<file path="src/rtl/assert_macros.svh">
// Assertion macros shared by the framer RTL.
// No dependencies; define ASSERT_OFF to compile the checks out.
`ifndef ASSERT_MACROS_SVH
`define ASSERT_MACROS_SVH

`ifndef ASSERT_OFF
// property checked at every rising edge, disabled while reset is low
`define ASSERT_AR(lbl, clk, rst_n, prop, msg) \
	lbl: assert property (@(posedge clk) disable iff (!rst_n) prop) else $error(msg);
// condition that must never hold outside reset
`define ASSERT_NEVER(lbl, clk, rst_n, cond, msg) \
	lbl: assert property (@(posedge clk) disable iff (!rst_n) !(cond)) else $error(msg);
`else
`define ASSERT_AR(lbl, clk, rst_n, prop, msg)
`define ASSERT_NEVER(lbl, clk, rst_n, cond, msg)
`endif

`endif

</file>
<file path="src/rtl/nsfc_pkg.sv">
// Types, codes and helper functions for the sentence framer/checker.
// No dependencies; used by every module of the block.
package nsfc_pkg;

	localparam int unsigned CNT_W = 8;
	localparam logic [7:0] CH_CR = 8'd13;
	localparam logic [7:0] CH_LF = 8'd10;
	localparam logic [CNT_W-1:0] MIN_LINE = 8'd8;

	typedef enum logic [2:0] {
		ST_OK        = 3'd0,
		ST_MISMATCH  = 3'd1,
		ST_BAD_HEX   = 3'd2,
		ST_TOO_SHORT = 3'd3,
		ST_OVERFLOW  = 3'd4
	} line_status_t;

	typedef enum logic [1:0] {
		KIND_UNKNOWN = 2'd0,
		KIND_GGA     = 2'd1,
		KIND_VTG     = 2'd2,
		KIND_GSV     = 2'd3
	} sentence_kind_t;

	// what the tracker knows about the line at the byte being taken
	typedef struct packed {
		logic             line_end;
		sentence_kind_t   kind;
		logic [7:0]       csum;
		logic [7:0]       hi_char;
		logic [7:0]       lo_char;
		logic [CNT_W-1:0] length;
		logic             overflow;
		logic             too_short;
	} line_info_t;

	localparam logic [39:0] NAME_GGA = "GPGGA";
	localparam logic [39:0] NAME_VTG = "GPVTG";
	localparam logic [39:0] NAME_GSV = "GPGSV";

	// character idx (0 = first) of sentence name k (0 GGA, 1 VTG, 2 GSV)
	function automatic logic [7:0] kind_char(input logic [1:0] k, input logic [2:0] idx);
		logic [39:0] name;
		logic [7:0]  c;
		case (k)
			2'd0:    name = NAME_GGA;
			2'd1:    name = NAME_VTG;
			default: name = NAME_GSV;
		endcase
		case (idx)
			3'd0:    c = name[39:32];
			3'd1:    c = name[31:24];
			3'd2:    c = name[23:16];
			3'd3:    c = name[15:8];
			default: c = name[7:0];
		endcase
		return c;
	endfunction

	// returns {digit ok, nibble}
	function automatic logic [4:0] hex_decode(input logic [7:0] c);
		logic [4:0] r;
		if (c inside {["0":"9"]}) begin
			r = {1'b1, 4'(c - "0")};
		end else if (c inside {["A":"F"]}) begin
			r = {1'b1, 4'(c - "A" + 8'd10)};
		end else if (c inside {["a":"f"]}) begin
			r = {1'b1, 4'(c - "a" + 8'd10)};
		end else begin
			r = 5'd0;
		end
		return r;
	endfunction

endpackage

</file>
<file path="src/rtl/nsfc_line_tracker.sv">
// Per-line state: running XOR, byte count, recent-byte history, name match.
// Depends on nsfc_pkg and assert_macros.svh.
`include "assert_macros.svh"
module nsfc_line_tracker import nsfc_pkg::*; #(
	parameter int LINE_CAPACITY = 128
) (
	input  logic       clk,
	input  logic       arst_n,
	input  logic       take,
	input  logic [7:0] byte_in,
	output line_info_t info
);

	localparam logic [CNT_W-1:0] CAP = CNT_W'(LINE_CAPACITY);

	logic [7:0]       xor_q;
	logic [CNT_W-1:0] count_q;
	logic [7:0]       recent_q [5];
	logic [2:0]       flags_q;
	logic             ovf_q;

	logic [7:0]       xor_n;
	logic [CNT_W-1:0] count_n;
	logic [2:0]       flags_n;
	logic             ovf_n;
	logic [2:0]       idx;
	logic             in_name;

	always_comb begin
		idx     = count_q[2:0] - 3'd1;
		in_name = (count_q != '0) && (count_q <= CNT_W'(5));
		flags_n = flags_q;
		for (int k = 0; k < 3; k++) begin
			if (in_name && kind_char(2'(k), idx) != byte_in) begin
				flags_n[k] = 1'b0;
			end
		end
		xor_n   = (count_q != '0) ? (xor_q ^ byte_in) : xor_q;
		count_n = (count_q < CAP) ? count_q + 1'b1 : count_q;
		ovf_n   = ovf_q | (count_q >= CAP);
	end

	always_comb begin
		info.line_end = (count_q != '0) && (byte_in == CH_LF) && (recent_q[0] == CH_CR);
		if (flags_n[0]) begin
			info.kind = KIND_GGA;
		end else if (flags_n[1]) begin
			info.kind = KIND_VTG;
		end else if (flags_n[2]) begin
			info.kind = KIND_GSV;
		end else begin
			info.kind = KIND_UNKNOWN;
		end
		// strip star, both digits, CR and LF back out of the XOR
		info.csum      = xor_n ^ byte_in ^ recent_q[0] ^ recent_q[1] ^ recent_q[2] ^ recent_q[3];
		info.hi_char   = recent_q[2];
		info.lo_char   = recent_q[1];
		info.length    = count_n;
		info.overflow  = ovf_n;
		info.too_short = count_n < MIN_LINE;
	end

	always_ff @(posedge clk or negedge arst_n) begin
		if (!arst_n) begin
			xor_q   <= '0;
			count_q <= '0;
			flags_q <= 3'b111;
			ovf_q   <= 1'b0;
			for (int i = 0; i < 5; i++) begin
				recent_q[i] <= '0;
			end
		end else if (take) begin
			recent_q[0] <= byte_in;
			for (int i = 1; i < 5; i++) begin
				recent_q[i] <= recent_q[i-1];
			end
			if (info.line_end) begin
				xor_q   <= '0;
				count_q <= '0;
				flags_q <= 3'b111;
				ovf_q   <= 1'b0;
			end else begin
				xor_q   <= xor_n;
				count_q <= count_n;
				flags_q <= flags_n;
				ovf_q   <= ovf_n;
			end
		end
	end

	`ASSERT_NEVER(a_count_le_cap, clk, arst_n, count_q > CAP, "byte count above capacity")
	`ASSERT_AR(a_ovf_full, clk, arst_n, ovf_q |-> (count_q == CAP), "overflow without full line")

endmodule

</file>
<file path="src/rtl/nsfc_result_reg.sv">
// Result stage: status priority, hex decode and the output register.
// Depends on nsfc_pkg.
module nsfc_result_reg import nsfc_pkg::*; (
	input  logic       clk,
	input  logic       arst_n,
	input  logic       load,
	input  line_info_t info,
	input  logic       out_ready,
	output logic       out_valid,
	output logic       free,
	output logic [2:0] line_status,
	output logic [1:0] sentence_kind,
	output logic [7:0] received_sum,
	output logic [7:0] computed_sum,
	output logic [7:0] line_length
);

	logic [4:0]   hi_d;
	logic [4:0]   lo_d;
	line_status_t st;
	logic [7:0]   rsum;
	logic [7:0]   csum;

	always_comb begin
		hi_d = hex_decode(info.hi_char);
		lo_d = hex_decode(info.lo_char);
		csum = info.csum;
		if (!hi_d[4] || !lo_d[4]) begin
			rsum = '0;
			st   = ST_BAD_HEX;
		end else begin
			rsum = {hi_d[3:0], lo_d[3:0]};
			st   = (rsum == csum) ? ST_OK : ST_MISMATCH;
		end
		if (info.too_short) begin
			st   = ST_TOO_SHORT;
			rsum = '0;
			csum = '0;
		end
		if (info.overflow) begin
			st = ST_OVERFLOW;
		end
	end

	assign free = !out_valid || out_ready;

	always_ff @(posedge clk or negedge arst_n) begin
		if (!arst_n) begin
			out_valid <= 1'b0;
		end else if (load) begin
			out_valid <= 1'b1;
		end else if (out_ready) begin
			out_valid <= 1'b0;
		end
	end

	always_ff @(posedge clk) begin
		if (load) begin
			line_status   <= st;
			sentence_kind <= info.kind;
			received_sum  <= rsum;
			computed_sum  <= csum;
			line_length   <= info.length;
		end
	end

endmodule

</file>
<file path="src/rtl/nmea_sentence_framer_checker_unit.sv">
// Top level of the sentence framer/checker: input register, line tracker,
// result register. Depends on nsfc_pkg, nsfc_line_tracker, nsfc_result_reg.
//
// Usage
//   Input channel (in_valid/in_ready/rx_byte) takes one received character
//   per transfer. Output channel (out_valid/out_ready) gives one result per
//   line that ends in CR LF: line_status, sentence_kind, received_sum,
//   computed_sum and line_length. Bytes that do not end a line give nothing.
//   Throughput: one byte per cycle while no line-ending LF is stalled. A
//   byte first sits in the input register, then updates the line state; a
//   line-ending LF loads the result register as it updates the line state,
//   which sets out_valid. Running XOR, count and name-match update per byte.
//   Stall: a waiting result does not block bytes that end no line; only a
//   LF that ends a line waits in the input register until the result
//   register is free, and in_ready drops while it waits.
//   Reset (arst_n low) empties both registers, clears the XOR, the count,
//   the overflow flag and the byte history, and reopens all three names.
//   Lines longer than LINE_CAPACITY bytes are kept framing; length
//   saturates and the line reports overflow at its CR LF.
`include "assert_macros.svh"
module nmea_sentence_framer_checker_unit import nsfc_pkg::*; #(
	parameter int LINE_CAPACITY = 128
) (
	input  logic       clk,
	input  logic       arst_n,
	input  logic       in_valid,
	output logic       in_ready,
	input  logic [7:0] rx_byte,
	output logic       out_valid,
	input  logic       out_ready,
	output logic [2:0] line_status,
	output logic [1:0] sentence_kind,
	output logic [7:0] received_sum,
	output logic [7:0] computed_sum,
	output logic [7:0] line_length
);

	logic [7:0] rx_byte_s1;
	logic       valid_s1;
	line_info_t info;
	logic       res_free;
	logic       take;

	// advance the held byte unless it ends a line and the result slot is full
	assign take     = valid_s1 && (!info.line_end || res_free);
	assign in_ready = !valid_s1 || take;

	always_ff @(posedge clk or negedge arst_n) begin
		if (!arst_n) begin
			valid_s1 <= 1'b0;
		end else if (in_ready) begin
			valid_s1 <= in_valid;
		end
	end

	// hold the byte until it advances
	always_ff @(posedge clk) begin
		if (in_ready && in_valid) begin
			rx_byte_s1 <= rx_byte;
		end
	end

	nsfc_line_tracker #(
		.LINE_CAPACITY(LINE_CAPACITY)
	) u_tracker (
		.clk     (clk),
		.arst_n  (arst_n),
		.take    (take),
		.byte_in (rx_byte_s1),
		.info    (info)
	);

	nsfc_result_reg u_result (
		.clk           (clk),
		.arst_n        (arst_n),
		.load          (take && info.line_end),
		.info          (info),
		.out_ready     (out_ready),
		.out_valid     (out_valid),
		.free          (res_free),
		.line_status   (line_status),
		.sentence_kind (sentence_kind),
		.received_sum  (received_sum),
		.computed_sum  (computed_sum),
		.line_length   (line_length)
	);

	`ASSERT_AR(a_ok_sums_match, clk, arst_n,
		(out_valid && line_status == ST_OK) |-> (received_sum == computed_sum),
		"ok status with differing sums")
	`ASSERT_AR(a_short_zero, clk, arst_n,
		(out_valid && line_status == ST_TOO_SHORT) |-> (received_sum == 8'd0 && computed_sum == 8'd0),
		"short line with nonzero sums")
	`ASSERT_AR(a_ovf_len, clk, arst_n,
		(out_valid && line_status == ST_OVERFLOW) |-> (line_length == 8'(LINE_CAPACITY)),
		"overflow line without saturated length")

endmodule
</file>
<file path="config.mk">
export PLATFORM = sky130hd
export DESIGN_NAME = nmea_sentence_framer_checker_unit
export DESIGN_NICKNAME = d
export VERILOG_FILES = /design/src/rtl/nsfc_pkg.sv /design/src/rtl/nsfc_line_tracker.sv /design/src/rtl/nsfc_result_reg.sv /design/src/rtl/nmea_sentence_framer_checker_unit.sv
export VERILOG_INCLUDE_DIRS = /design/src /design/src/rtl
export SDC_FILE = /design/constraint.sdc
export NUM_CORES = 1
export LEC_CHECK = 0
export BUFFER_PORTS_ARGS = -buffer_cell sky130_fd_sc_hd__buf_4
export CAP_MARGIN = 10
export CORE_MARGIN = 2
export CORE_UTILIZATION = 55
export DETAILED_ROUTE_END_ITERATION = 7
export PLACE_DENSITY = 0.72
export REMOVE_ABC_BUFFERS = 1
export SLEW_MARGIN = 5
export SYNTH_ARGS = -nofsm -noshare
export SYNTH_HDL_FRONTEND = slang
export SYNTH_HIERARCHICAL = 1
export SYNTH_SLANG_ARGS = --single-unit
</file>
<file path="constraint.sdc">
create_clock -name clk -period 7.6 [get_ports clk]
set_input_delay 0.38 -clock clk [delete_from_list [all_inputs] [get_ports clk]]
set_output_delay 0.38 -clock clk [all_outputs]
set_load 0.01 [all_outputs]
</file>
Word-level counts from Yosys, hierarchy flattened
Cells that the tools add are included.
Storage, ports and cells
  register bits after elaboration: 91
  input bits: 12
  output and inout bits: 31
  word-level logic and storage cells: 115
Operators by class
  add/subtract/negate cells: 12
  $lt $le $gt $ge: 16
  equality and inequality tests: 9
  mux-type cells: 25
  bitwise gates (word level): 7
  reduce and logical (&&, ||, !) cells: 30
Operator list (number)
  XOR 8 bit: 6
  >= comparator 8 x 7 -> 1 bit, second input constant: 4
  <= comparator 8 x 7 -> 1 bit, second input constant: 4
  2-to-1 mux 8 bit: 4
  2-to-1 mux 5 bit: 6
  case mux 5 bit (3 select lines): 2
  inequality test 7 x 8 -> 1 bit: 3
  subtractor 4 x 1 -> 4 bit, second input constant: 6
  adder 4 bit, second input constant: 4
  equality test 8 x 4 -> 1 bit, second input constant: 2
  >= comparator 8 x 6 -> 1 bit, second input constant: 2
  <= comparator 8 x 6 -> 1 bit, second input constant: 2
  logical AND 1 bit: 15
  case mux 5 bit (2 select lines): 1
  2-to-1 mux 3 bit: 3
  adder 8 x 1 -> 8 bit, second input constant: 1
  equality test 8 bit: 1
  >= comparator 8 bit, second input constant: 1
  <= comparator 8 x 3 -> 1 bit, second input constant: 1
  less-than comparator 8 x 4 -> 1 bit, second input constant: 1
  less-than comparator 8 bit, second input constant: 1
  nonzero test 8 bit: 1
  2-to-1 mux 1 bit: 7
  equality test 3 x 2 -> 1 bit, second input constant: 2
  other kinds (10): 19

Depth between registers and ports, before layout
  word-level depth: 11
  mapped depth: 13
  mapped depth without buffers: 11

Cells and area by module
The synthesis kept the hierarchy.
Modules (own cells, without submodules)
  nsfc_line_tracker: times used 1, cells each 319, area an instance 3276.9 µm², seq. area each 1305.0 µm²
  nsfc_result_reg: times used 1, cells each 142, area an instance 1717.9 µm², seq. area each 895.9 µm²
  nmea_sentence_framer_checker_unit: times used 1, cells each 15, area an instance 319.1 µm², seq. area each 265.3 µm²

Worst setup path before layout
No wires, ideal clock.
  path type: flip-flop to flip-flop
  start: reg u_tracker.count_q[0]
  end: reg u_result.line_status[0] (data pin)
  library setup time: 268 ps
  arrival: 2954 ps
  data required time: 7332 ps
  slack: 4378 ps
  stages on the path, launching flop included: 14
  buffers on the path: 2
  clock period less this slack: 3222 ps
  path through: dfrtp_1 > inv_1 > ha_1 > nor2b_1 > and3_1 > buf_2 > buf_2 > nand2_1 > xnor2_1 > inv_1 > or4_1 > a311o_2 > a222oi_1 > a31oi_1
RTL lines
  start, declared: RTL line nsfc_line_tracker.sv:17  | logic [CNT_W-1:0] count_q;
  start signal, assigned: RTL line nsfc_line_tracker.sv:84  | count_q <= count_n;
  end signal, assigned: RTL line nsfc_result_reg.sv:59  | line_status <= st;
  end, declared: RTL line nsfc_result_reg.sv:11  | output logic [2:0] line_status,

==> results_dict.tcl <==
set metrics [dict create \
    slew_headroom 0.394 \
    first_iter_violations 196 \
    antenna_left 0 \
    clockBufferDepth 2 \
    place_hpwl_mm 7.08 \
    top_usage_layer "met2" \
    dp_slack_ns 3.90 \
    p_total_mw 1.89 \
    dr.pass1.iters 4 \
    cts-root-buf "clkbuf_8" \
    run_status "finished clean" \
    critPathMaxStageDelay_ns 0.62 \
    period_share 0.498 \
    crit_fanout 62 \
    rsz0062_at_grt "no" \
    routedWlPerCell_um 16.2 \
    grt_pass1_wl_mm 17.5 \
    cts.sinks 91 \
    port_buffers 42 \
    antenna_cells 0 \
    worst_skew_pair.late_latency_ns 0.37 \
    htree_levels 3 \
    maxCapViolations 0 \
    syn_inst 476 \
    finalSetupViolations 0 \
    grt_usage 0.213 \
    path_cells "inv_1 -> ha_1 -> nor2b_1 -> and3_1 -> and3b_1 -> a21boi_4 -> buf_4 -> nor3b_2 -> a22o_1" \
    grt_pass1_vias 3525 \
    overflow 0 \
    worstMarginPinSlew_ns 0.908 \
    end_kind "flop" \
    cts_made_buffers 9 \
    setup_tns_ns 0 \
    initial_core_util 0.570 \
    fmax_mhz 264 \
    final_nets 517 \
    synth_cell_types 76 \
    cts_tree "done" \
    slew_viol_final 0 \
    power_density_nw_per_um2 328 \
    synth_mux_area_frac 0.0676 \
    use_met2 0.332 \
    num_vias 3572 \
    synth_area_leaders "dfrtp_1, edfxtp_1, xnor2_1, mux2_2, ha_1" \
    syn_to_final_growth_pct 8.41 \
    worstHoldPathType "in2async" \
    grt_use_met3 0.0274 \
    cts_setup_buffers 0 \
    use_met1 0.309 \
    worstSetupPathType "reg2reg" \
    synth_fa_ha_area_frac 0.0306 \
    netlist.area_leader.share 0.240 \
    critPathRequiredTime_ns 7.89 \
    layout_setup_ws_ns 3.82 \
    drc 0 \
    final_layout_size_suffix_gt1_frac 0.231 \
    grt_max_degree 63 \
    netlist_area_sq_um 5310 \
    synth_top_cell_by_area "dfrtp_1" \
    die_area_sq_um 10500 \
    core.rowCount 35 \
    ioPinCount 43 \
    gp_congestion 0.833 \
    cts_hold_buf 0 \
    antenna_found_initial 0 \
    viasPerCell 5.71 \
    ir_drop_uv 156 \
    synth-async-reset-ratio 0.593 \
    die-height_um 102 \
    seq_area_frac_synth 0.464 \
    die_width_um 102 \
    synthXorXnorAreaFrac 0.0907 \
    synth_edf_count 37 \
    fillCellCount 770 \
    path_clk_slew_ns 0.10 \
    cts_resized 0 \
    yosysWarnings 6 \
    p_leak_nw 2.26 \
    ys_ff_latch 91 \
    synth_top_family_by_area "simple AND/OR/NAND/NOR gates" \
    cp-start-kind "flop" \
    wl_mm 10.1 \
    synth_area_per_cell_sq_um 11.2 \
    finalClockSkew_ns 0.0155 \
    arrival_ns 4.08 \
    coreArea_sq_um 9330 \
    hold_viol 0 \
    crit_slowest_cell "and3_1" \
    dominantRegCellSynth "dfrtp_1" \
    fin_crit_ns 3.78 \
    synthSimpleGateAreaFrac 0.175 \
    synth-compound-area-share 0.111 \
]
-- final timing paths --
path                                      start  cells after the start                    to  slack (ns)
setup / recovery           u_tracker/count_q[0]                      9    u_tracker/xor_q[5]        3.82
hold / removal                           arst_n                      1              valid_s1        0.05
setup reg to reg           u_tracker/count_q[0]                      9    u_tracker/xor_q[5]        3.82
hold reg to reg            u_tracker/flags_q[1]                      2  u_tracker/flags_q[1]        0.52
max in group asynchronous                arst_n                      1    u_tracker/info[16]        7.08
min in group clk                     rx_byte[5]                      1         rx_byte_s1[5]        0.19
-- cells by family after synthesis --
| group | count (synthesis) |
|---|---|
| AO/OA/AOI/OAI | 84 |
| flip-flops | 91 |
| adder cells (fa/ha/maj) | 13 |
| AND/OR/NAND/NOR | 142 |
| multiplexers | 32 |
| buffers and inverters | 59 |
| XOR/XNOR | 55 |
-- routing by layer --
layer	vias up	share of wire
met3	13	0.044
li1	1717	-
met4	0	0.015
met1	1750	0.47
met2	92	0.47
met5	-	0
-- flip-flops by register name, indices dropped and copies added, names as in the netlist, 8 cells and up --
register	count
u_tracker/info	16
u_tracker/count_q	8
u_tracker/xor_q	8
rx_byte_s1	8
u_result/received_sum	8
u_result/computed_sum	8
u_result/line_length	8
u_tracker/recent_q	16
-- report_power, final --
| group | total [mW] | internal, mW | leakage (nW) | switching (mW) |
|---|---|---|---|---|
| registers | 0.742 | 0.624 | 1.01 | 0.118 |
| logic | 0.812 | 0.402 | 1.16 | 0.410 |
| clock network | 0.334 | 0.154 | 0.0962 | 0.180 |
-- area by class of cell --
class,count,area [sq um],area share
inverters,21,78.8,0.0137
flip-flops and latches,91,2470,0.428
repair buffers,43,323,0.0560
multi-input cells,326,2530,0.439
clock buffers,9,124,0.0215
clock inverters,7,76.3,0.0132
well taps,129,161,0.0280
-- metrics by stage --
stage                      util  instances  cell area, sq um  hold slack, ns
after floorplan               -        438              5060          0.0844
after global placement    0.596        610              5560           0.469
after detailed placement  0.596        610              5560           0.484
after CTS                 0.618        626              5760          0.0833
after global routing      0.618        626              5760           0.102
final                     0.618        626              5760          0.0513
-- critical path, delay by kind of cell, from the launching register on --
| family | cells | cell delay, ns |
|---|---|---|
| AND/OR/NAND/NOR | 4 | 1.85 |
| AO/OA/AOI/OAI | 2 | 0.44 |
| flip-flops | 1 | 0.50 |
| buffers and inverters | 2 | 0.70 |
| adder cells (fa/ha/maj) | 1 | 0.22 |
-- Yosys cell counts, drive strengths merged (3+ instances only) --
cell type / n
ha: 13
clkbuf: 12
o22ai: 5
a31oi: 3
nor3b: 4
o211ai: 3
or3: 4
nand2b: 10
o21bai: 3
nand4b: 4
nor3: 5
a21oi: 15
inv: 21
and3: 4
nand2: 22
a22oi: 3
nor2: 24
dfrtp: 51
dfstp: 3
buf: 26
xnor2: 51
nand3: 5
nor2b: 27
nand4: 3
o21ai: 20
or4: 5
a22o: 8
mux2: 31
xor2: 4
edfxtp: 37
nor4b: 6
nor4: 4
-- cell usage in the layout, fill, tap and decap left out, types with 4 or more instances in the layout --
cell | Yosys | routed
a21oi_1 | 13 | 13
a22o_1 | 8 | 8
buf_4 | 17 | 43
clkbuf_8 | 0 | 9
dfrtp_1 | 51 | 51
edfxtp_1 | 37 | 37
ha_1 | 13 | 13
inv_1 | 21 | 21
mux2_2 | 31 | 31
nand2_1 | 22 | 22
nand2b_1 | 10 | 10
nand3_1 | 5 | 5
nand4b_1 | 4 | 4
nor2_1 | 24 | 24
nor2b_1 | 25 | 25
nor4b_1 | 5 | 5
o21ai_0 | 20 | 20
o22ai_1 | 5 | 5
or3_1 | 4 | 4
or4_1 | 5 | 5
xnor2_1 | 51 | 51
xor2_1 | 4 | 4
No activity file was read; power rests on OpenSTA's default activity.
